$ cat src/rtl/corner_state_index_defines.svh
// Assertion macros for the corner state index block.
// Each macro expects clk and arst_n to be in scope where it is used.
`ifndef CORNER_STATE_INDEX_DEFINES_SVH
`define CORNER_STATE_INDEX_DEFINES_SVH

// Same-cycle implication, checked only outside reset.
`define CSI_ASSERT_NOW(label, ante, cons) \
	label: assert property (@(posedge clk) disable iff (!arst_n) (ante) |-> (cons)) \
		else $error("corner_state_index: check failed");

// Next-cycle implication, checked only outside reset.
`define CSI_ASSERT_NEXT(label, ante, cons) \
	label: assert property (@(posedge clk) disable iff (!arst_n) (ante) |=> (cons)) \
		else $error("corner_state_index: check failed");

`endif

$ cat src/rtl/csi_pkg.sv
`timescale 1ns / 1ps
`default_nettype none
// ----------------------------------------------------------------------------
// Corner state index package
// Widths, weight tables and constants shared by the interfaces and the block.
// ----------------------------------------------------------------------------
package csi_pkg;

	localparam int NUM_CORNERS   = 8;
	localparam int TWIST_CORNERS = 7;
	localparam int SLOT_W        = 3;
	localparam int TWIST_W       = 2;
	localparam int SLOTS_W       = NUM_CORNERS * SLOT_W;
	localparam int TWISTS_W      = TWIST_CORNERS * TWIST_W;
	localparam int RANK_W        = 16;
	localparam int TVAL_W        = 12;
	localparam int INDEX_W       = 27;

	// Number of twist combinations; the rank is scaled by this.
	localparam int TWIST_SPAN = 2187;

	// A twist code that does not name a real orientation.
	localparam logic [TWIST_W-1:0] TWIST_BAD = 2'd3;

	typedef logic [SLOTS_W-1:0]  slots_t;
	typedef logic [TWISTS_W-1:0] twists_t;
	typedef logic [INDEX_W-1:0]  index_t;

	// Factorial weight of each Lehmer digit, corner 0 most significant.
	localparam logic [RANK_W-1:0] FACT_WEIGHT [NUM_CORNERS] =
		'{16'd5040, 16'd720, 16'd120, 16'd24, 16'd6, 16'd2, 16'd1, 16'd1};

	// Base-3 weight of each twist digit, corner 0 most significant.
	localparam logic [TVAL_W-1:0] TWIST_WEIGHT [TWIST_CORNERS] =
		'{12'd729, 12'd243, 12'd81, 12'd27, 12'd9, 12'd3, 12'd1};

endpackage
`default_nettype wire

$ cat src/rtl/csi_req_if.sv
`timescale 1ns / 1ps
`default_nettype none
// ----------------------------------------------------------------------------
// Corner state request channel
// Valid/ready channel that carries one corner state per request.
// ----------------------------------------------------------------------------
interface csi_req_if;
	import csi_pkg::*;

	logic    valid;
	logic    ready;
	slots_t  corner_slots;
	twists_t corner_twists;

	modport source (output valid, output corner_slots, output corner_twists, input ready);
	modport sink   (input valid, input corner_slots, input corner_twists, output ready);
endinterface
`default_nettype wire

$ cat src/rtl/csi_rsp_if.sv
`timescale 1ns / 1ps
`default_nettype none
// ----------------------------------------------------------------------------
// Corner state response channel
// Valid/ready channel that carries one table index per request.
// ----------------------------------------------------------------------------
interface csi_rsp_if;
	import csi_pkg::*;

	logic   valid;
	logic   ready;
	index_t table_index;
	logic   invalid;

	modport source (output valid, output table_index, output invalid, input ready);
	modport sink   (input valid, input table_index, input invalid, output ready);
endinterface
`default_nettype wire

$ cat src/rtl/corner_state_index.sv
`timescale 1ns / 1ps
`default_nettype none
`include "corner_state_index_defines.svh"
// A request is captured in the input register, and its result then moves into
// the result register when that register is free or being drained.
// Throughput: one request per cycle; the request side stalls only while both
// registers are full and the result is not taken.
// Reset clears the two stage valid flags; the payload registers keep no reset.
// ----------------------------------------------------------------------------
// Corner state index
// Lehmer rank of the corner permutation times 2187 plus the base-3 twists.
// ----------------------------------------------------------------------------
module corner_state_index (
	input  wire logic clk,
	input  wire logic arst_n,
	csi_req_if.sink   req,
	csi_rsp_if.source rsp
);
	import csi_pkg::*;

	logic    v_s1;
	slots_t  slots_s1;
	twists_t twists_s1;
	logic    v_s2;
	index_t  index_s2;
	logic    invalid_s2;
	logic    adv_s2;
	logic    adv_s1;

	logic [SLOT_W-1:0]  slot  [NUM_CORNERS];
	logic [SLOT_W-1:0]  digit [NUM_CORNERS];
	logic [TWIST_W-1:0] twist [TWIST_CORNERS];
	logic [NUM_CORNERS-1:0] dup;
	logic [RANK_W-1:0]  rank;
	logic [TVAL_W-1:0]  tval;
	logic               twist_bad;
	logic               bad;
	index_t             index_c;

	// Both stages move when the result register is free or being drained; the input stage also moves while empty.
	assign adv_s2    = !v_s2 || rsp.ready;
	assign adv_s1    = !v_s1 || adv_s2;
	assign req.ready = adv_s1;

	// Input register.
	always_ff @(posedge clk or negedge arst_n) begin
		if (!arst_n) begin
			v_s1 <= 1'b0;
		end else if (adv_s1) begin
			v_s1 <= req.valid;
		end
	end

	always_ff @(posedge clk) begin
		if (adv_s1 && req.valid) begin
			slots_s1  <= req.corner_slots;
			twists_s1 <= req.corner_twists;
		end
	end

	// Split the fields into per-corner digits.
	always_comb begin
		for (int i = 0; i < NUM_CORNERS; i++) begin
			slot[i] = slots_s1[SLOT_W*i +: SLOT_W];
		end
		for (int i = 0; i < TWIST_CORNERS; i++) begin
			twist[i] = twists_s1[TWIST_W*i +: TWIST_W];
		end
	end

	// Lehmer digit of each corner: later corners holding a smaller slot.
	// A repeated slot is flagged at the earlier of the two corners.
	always_comb begin
		for (int i = 0; i < NUM_CORNERS; i++) begin
			digit[i] = '0;
			dup[i]   = 1'b0;
			for (int j = i + 1; j < NUM_CORNERS; j++) begin
				if (slot[j] < slot[i]) begin
					digit[i] = digit[i] + 3'd1;
				end
				if (slot[j] == slot[i]) begin
					dup[i] = 1'b1;
				end
			end
		end
	end

	// Weighted sums of the rank and twist digits.
	always_comb begin
		rank      = '0;
		tval      = '0;
		twist_bad = 1'b0;
		for (int i = 0; i < NUM_CORNERS; i++) begin
			rank = rank + RANK_W'(RANK_W'(digit[i]) * FACT_WEIGHT[i]);
		end
		for (int i = 0; i < TWIST_CORNERS; i++) begin
			tval = tval + TVAL_W'(TVAL_W'(twist[i]) * TWIST_WEIGHT[i]);
			if (twist[i] == TWIST_BAD) begin
				twist_bad = 1'b1;
			end
		end
	end

	// Scale the rank and merge in the twists; a rejected state gives zero.
	assign bad     = (|dup) || twist_bad;
	assign index_c = bad ? '0
		: index_t'(index_t'(rank) * index_t'(TWIST_SPAN) + index_t'(tval));

	// Result register.
	always_ff @(posedge clk or negedge arst_n) begin
		if (!arst_n) begin
			v_s2 <= 1'b0;
		end else if (adv_s2) begin
			v_s2 <= v_s1;
		end
	end

	always_ff @(posedge clk) begin
		if (adv_s2 && v_s1) begin
			index_s2   <= index_c;
			invalid_s2 <= bad;
		end
	end

	assign rsp.valid       = v_s2;
	assign rsp.table_index = index_s2;
	assign rsp.invalid     = invalid_s2;

	// A rejected state always reports index zero.
	`CSI_ASSERT_NOW(a_invalid_zero, rsp.valid && rsp.invalid, rsp.table_index == '0)
	// A valid index stays inside the table.
	`CSI_ASSERT_NOW(a_index_range, rsp.valid && !rsp.invalid,
		rsp.table_index < index_t'(88179840))
	// An accepted request lands in the input stage.
	`CSI_ASSERT_NEXT(a_req_lands, req.valid && req.ready, v_s1)
	// A held input stage moves into the result register when it advances.
	`CSI_ASSERT_NEXT(a_s1_moves, v_s1 && adv_s2, rsp.valid)
	// The input stage holds its request while the result side is stalled.
	`CSI_ASSERT_NEXT(a_s1_holds, v_s1 && !adv_s2, v_s1 && $stable(slots_s1))

endmodule
`default_nettype wire
$ cat src/flat_wrapper.sv
// flat-port wrapper written by rule: the top's interface ports become plain ports
module corner_state_index_flat import csi_pkg::*;
  (clk, arst_n, req_valid, req_corner_slots, req_corner_twists, req_ready, rsp_valid, rsp_table_index, rsp_invalid, rsp_ready);
  csi_req_if req_i ();
  csi_rsp_if rsp_i ();
  input  wire logic clk;
  input  wire logic arst_n;
  input wire logic [$bits(req_i.valid)-1:0] req_valid;
  input wire logic [$bits(req_i.corner_slots)-1:0] req_corner_slots;
  input wire logic [$bits(req_i.corner_twists)-1:0] req_corner_twists;
  output wire logic [$bits(req_i.ready)-1:0] req_ready;
  output wire logic [$bits(rsp_i.valid)-1:0] rsp_valid;
  output wire logic [$bits(rsp_i.table_index)-1:0] rsp_table_index;
  output wire logic [$bits(rsp_i.invalid)-1:0] rsp_invalid;
  input wire logic [$bits(rsp_i.ready)-1:0] rsp_ready;
  assign req_i.valid = req_valid;
  assign req_i.corner_slots = req_corner_slots;
  assign req_i.corner_twists = req_corner_twists;
  assign req_ready = req_i.ready;
  assign rsp_valid = rsp_i.valid;
  assign rsp_table_index = rsp_i.table_index;
  assign rsp_invalid = rsp_i.invalid;
  assign rsp_i.ready = rsp_ready;
  corner_state_index u_core (.clk(clk), .arst_n(arst_n), .req(req_i), .rsp(rsp_i));
endmodule
$ cat config.mk
export PLATFORM = sky130hd
export DESIGN_NAME = corner_state_index_flat
export DESIGN_NICKNAME = d
export VERILOG_FILES = /design/src/rtl/csi_pkg.sv /design/src/rtl/csi_req_if.sv /design/src/rtl/csi_rsp_if.sv /design/src/rtl/corner_state_index.sv /design/src/flat_wrapper.sv
export VERILOG_INCLUDE_DIRS = /design/src /design/src/rtl
export SDC_FILE = /design/constraint.sdc
export NUM_CORES = 1
export LEC_CHECK = 0
export ABC_CLOCK_PERIOD_IN_PS = 15510
export BUFFER_PORTS_ARGS = -buffer_cell sky130_fd_sc_hd__buf_2
export CORE_MARGIN = 8
export CORE_UTILIZATION = 59
export DETAILED_ROUTE_END_ITERATION = 6
export GPL_ROUTABILITY_DRIVEN = 0
export PLACE_DENSITY = 0.82
export SYNTH_ARGS = -nofsm -noshare
export SYNTH_HDL_FRONTEND = slang
export SYNTH_SLANG_ARGS = --single-unit
$ cat constraint.sdc
create_clock -name clk -period 15.51 [get_ports clk]
set_input_delay 0.7755 -clock clk [delete_from_list [all_inputs] [get_ports clk]]
set_output_delay 0.7755 -clock clk [all_outputs]
set_load 0.02 [all_outputs]
==> results by group <==
Outcome
  – Status: finished, final reports clean

Final layout
  – Multi-input logic area: 8850 um^2
  – # nets final: 1,768
  – Layout area overhead: 8.32%
  – Final Cell Area: 13,000 um^2
  – Layout cells sized above 1: 0.0891
  – Diode count: 0
  – # fillers: 1,563
  – Area occupied by registers: 2030 um^2

Worst setup path
  – WS Path Type: flop to flop
  – Crit end category: flop
  – CP dominant cell by count: ha_1
  – Crit path from: u_core.slots_s1[1]$_DFFE_PP_
  – Slowest CP cell: fa_1
  – Worst path max stage delay: 0.54 ns
  – Reg2Reg Setup Slack: 2.82 ns
  – Worst-path fanout max: 7
  – Worst EP arrival: 12.79 ns
  – Kind of start point of the critical path: flop
  – Worst R2R Path Depth: 55
  – Worst r2r src: u_core.slots_s1[1]$_DFFE_PP_
  – Critical Path RT: 15.60 ns

Timing
  – Fin. max-slew vios: 0
  – Slew headroom: 0.478
  – Final Hold Fails: 0
  – Final Skew: 0.00825 ns
  – Final period utilization: 0.818
  – Fmax: 0.0788 GHz
  – Setup_tns: 0 ns
  – Tmin final: 12.69 ns
  – Setup violators final: 0
  – RSZ-0062 raised after global routing: no
  – Worst slew pin tran: 0.778 ns
  – WHS: 0.203 ns

Route
  – Routed len/inst: 14.5 um
  – Vias/cell: 5.47
  – Final ANT Viol Nets: 0
  – DR iter-0 viols: 353
  – Total wire length: 23.2 mm
  – Pre-Repair DR Iteration Count: 5
  – DRC violations left: 0
  – Vias: 8,779

Clock network
  – Total CTS buffers: 9
  – Clk buf depth: 2
  – Resized cells post-CTS: 0
  – Clock Sinks: 68
  – Clock root buffer: clkbuf_16
  – CTS tree: done
  – CTS clk-pin slew, worst paths: 0.06 ns
  – CTS Hold Buffers Added: 0
  – Worst-skew pair later-pin latency: 0.35 ns
  – Number of post-CTS setup repair buffers: 0
  – H-Tree Depth: 3

Synth
  – Gate Count Post-Synth: 1,252
  – Top FF cell, synth: edfxtp_1
  – Post-synth ARST share: 0.0294
  – Mapped Nets: 1,689
  – Post-synth cell types: 76
  – Yosys top cell area share: 0.314
  – Number of enable flip-flop cells after synthesis: 66
  – Yosys warnings: 0
  – Sequential element share of the synthesized area: 0.169
  – Synthesized flop and latch total: 68
  – Main area contributors after synthesis: ha_1, edfxtp_1, fa_1
  – Avg Cell Area, Syn: 9.59 um^2
  – Post-Syn Area: 12,000 um^2
  – Cell taking the most area after synthesis: ha_1

Flow run
  – Max-Cap Viols: 0

Global route
  – Total GRT Usage: 0.194
  – First-pass GRT wire length: 39.2 mm
  – Initial antenna violation count: 0
  – Largest net degree at the start of global routing: 39
  – Global route overflow: 0
  – Vias in the first global route: 8,924

Place
  – Port Buf Inserts: 71
  – Detail Placement HPWL: 20.1 mm
  – Placed inst area: 12,700 um^2

Die
  – Die height: 159 um
  – # IOs: 72
  – Die X: 159 um
  – Starting Density: 0.597
  – Die area: 25,200 um^2
  – Core Region: 20,100 um^2
  – Row cnt: 52

Min path
  – HP Class: primary input to asynchronous set/reset pin
==> per-stage QoR <==
step | instances | worst slack, ns | utilization
CTS | 1606 | 2.87 | 0.647
global placement | 1590 | 3.29 | 0.631
floorplan | 1252 | 4.29 | -
finish | 1606 | 2.82 | 0.647
global route | 1606 | 2.12 | 0.647
detailed placement | 1590 | 2.94 | 0.631
==> placed cells by master, fill, tap and decap left out, types with 4 or more instances in the layout <==
cell type  count
o21bai_1      11
and3_1        17
o21ai_1       13
clkbuf_16      9
inv_1        288
o21ai_0       32
o21a_1         9
o211ai_1       4
xnor2_1       42
a31oi_1       17
a21o_1        15
edfxtp_1      66
a211oi_1       5
or3_1          4
nand2_1       31
or2_2          4
ha_1         301
buf_2         71
nor2b_1       33
and2_1         5
nand3b_1       6
xor2_1        28
nor3_1        14
a21oi_1       41
nand4_1        6
nor2_1        55
fa_1          94
nand3_1       21
nand2b_1      22
==> layout make-up <==
class,instances,area share
multi-input combinational,887,0.680
sequential,68,0.156
inverter,291,0.0842
timing repair buffer,74,0.0290
tap,270,0.0260
clock buffer,9,0.0173
clock inverter,7,0.00693
==> routing by layer <==
layer	GRT usage	vias up	part of all wire
li1	-	4348	-
met1	0.239	4259	0.44
met2	0.338	139	0.50
met3	0.0263	33	0.036
met4	0.0709	0	0.020
met5	0	-	0
==> kinds of logic (layout without fill, tap and decap cells) <==
group	Yosys count	after routing	synth area share
AOI/OAI and AO/OA	181	181	0.0991
xor gates and xnor gates	75	75	0.0591
adders and majority gates	395	395	0.470
buffers and inverters	297	381	0.0938
DFF	68	68	0.169
muxes	5	5	0.00552
and+or+nand+nor	231	231	0.103
==> path summary, 6_finish.rpt <==
kind / to
setup / recovery: u_core.rsp.table_index[25]$_SDFFCE_PP0P_
hold / removal: u_core.v_s1$_DFFE_PN0N_
setup reg to reg: u_core.rsp.table_index[25]$_SDFFCE_PP0P_
hold reg to reg: u_core.rsp.valid$_DFFE_PN0P_
max in group asynchronous: u_core.rsp.valid$_DFFE_PN0P_
min in group clk: u_core.rsp.valid$_DFFE_PN0P_
==> worst max-delay path: cells and delay by family, from the launching register on <==
family	cells	cell delay, ns
adder cells (fa/ha/maj)	16	5.22
AO/OA/AOI/OAI	13	3.06
XOR/XNOR	7	1.57
AND/OR/NAND/NOR	10	1.41
buffers and inverters	9	0.83
flip-flops	1	0.36
==> cells in the mapped netlist, types with 22 or more instances <==
cell type	instances
a21oi_1	41
inv_1	288
nand2b_1	22
xor2_1	28
nor2b_1	33
o21ai_0	32
edfxtp_1	66
ha_1	301
fa_1	94
nand2_1	31
nor2_1	55
xnor2_1	42
==> registers in the layout, summed over array words and instances (netlist names) <==
name	count
u_core.v_s1	1
u_core.slots_s1	24
u_core.rsp.invalid	1
u_core.rsp.valid	1
u_core.rsp.table_index	27
u_core.twists_s1	14
Power is left out: the tool's default activity adds up to more than one toggle a clock period on the data nets, which glitch-free logic cannot reach.
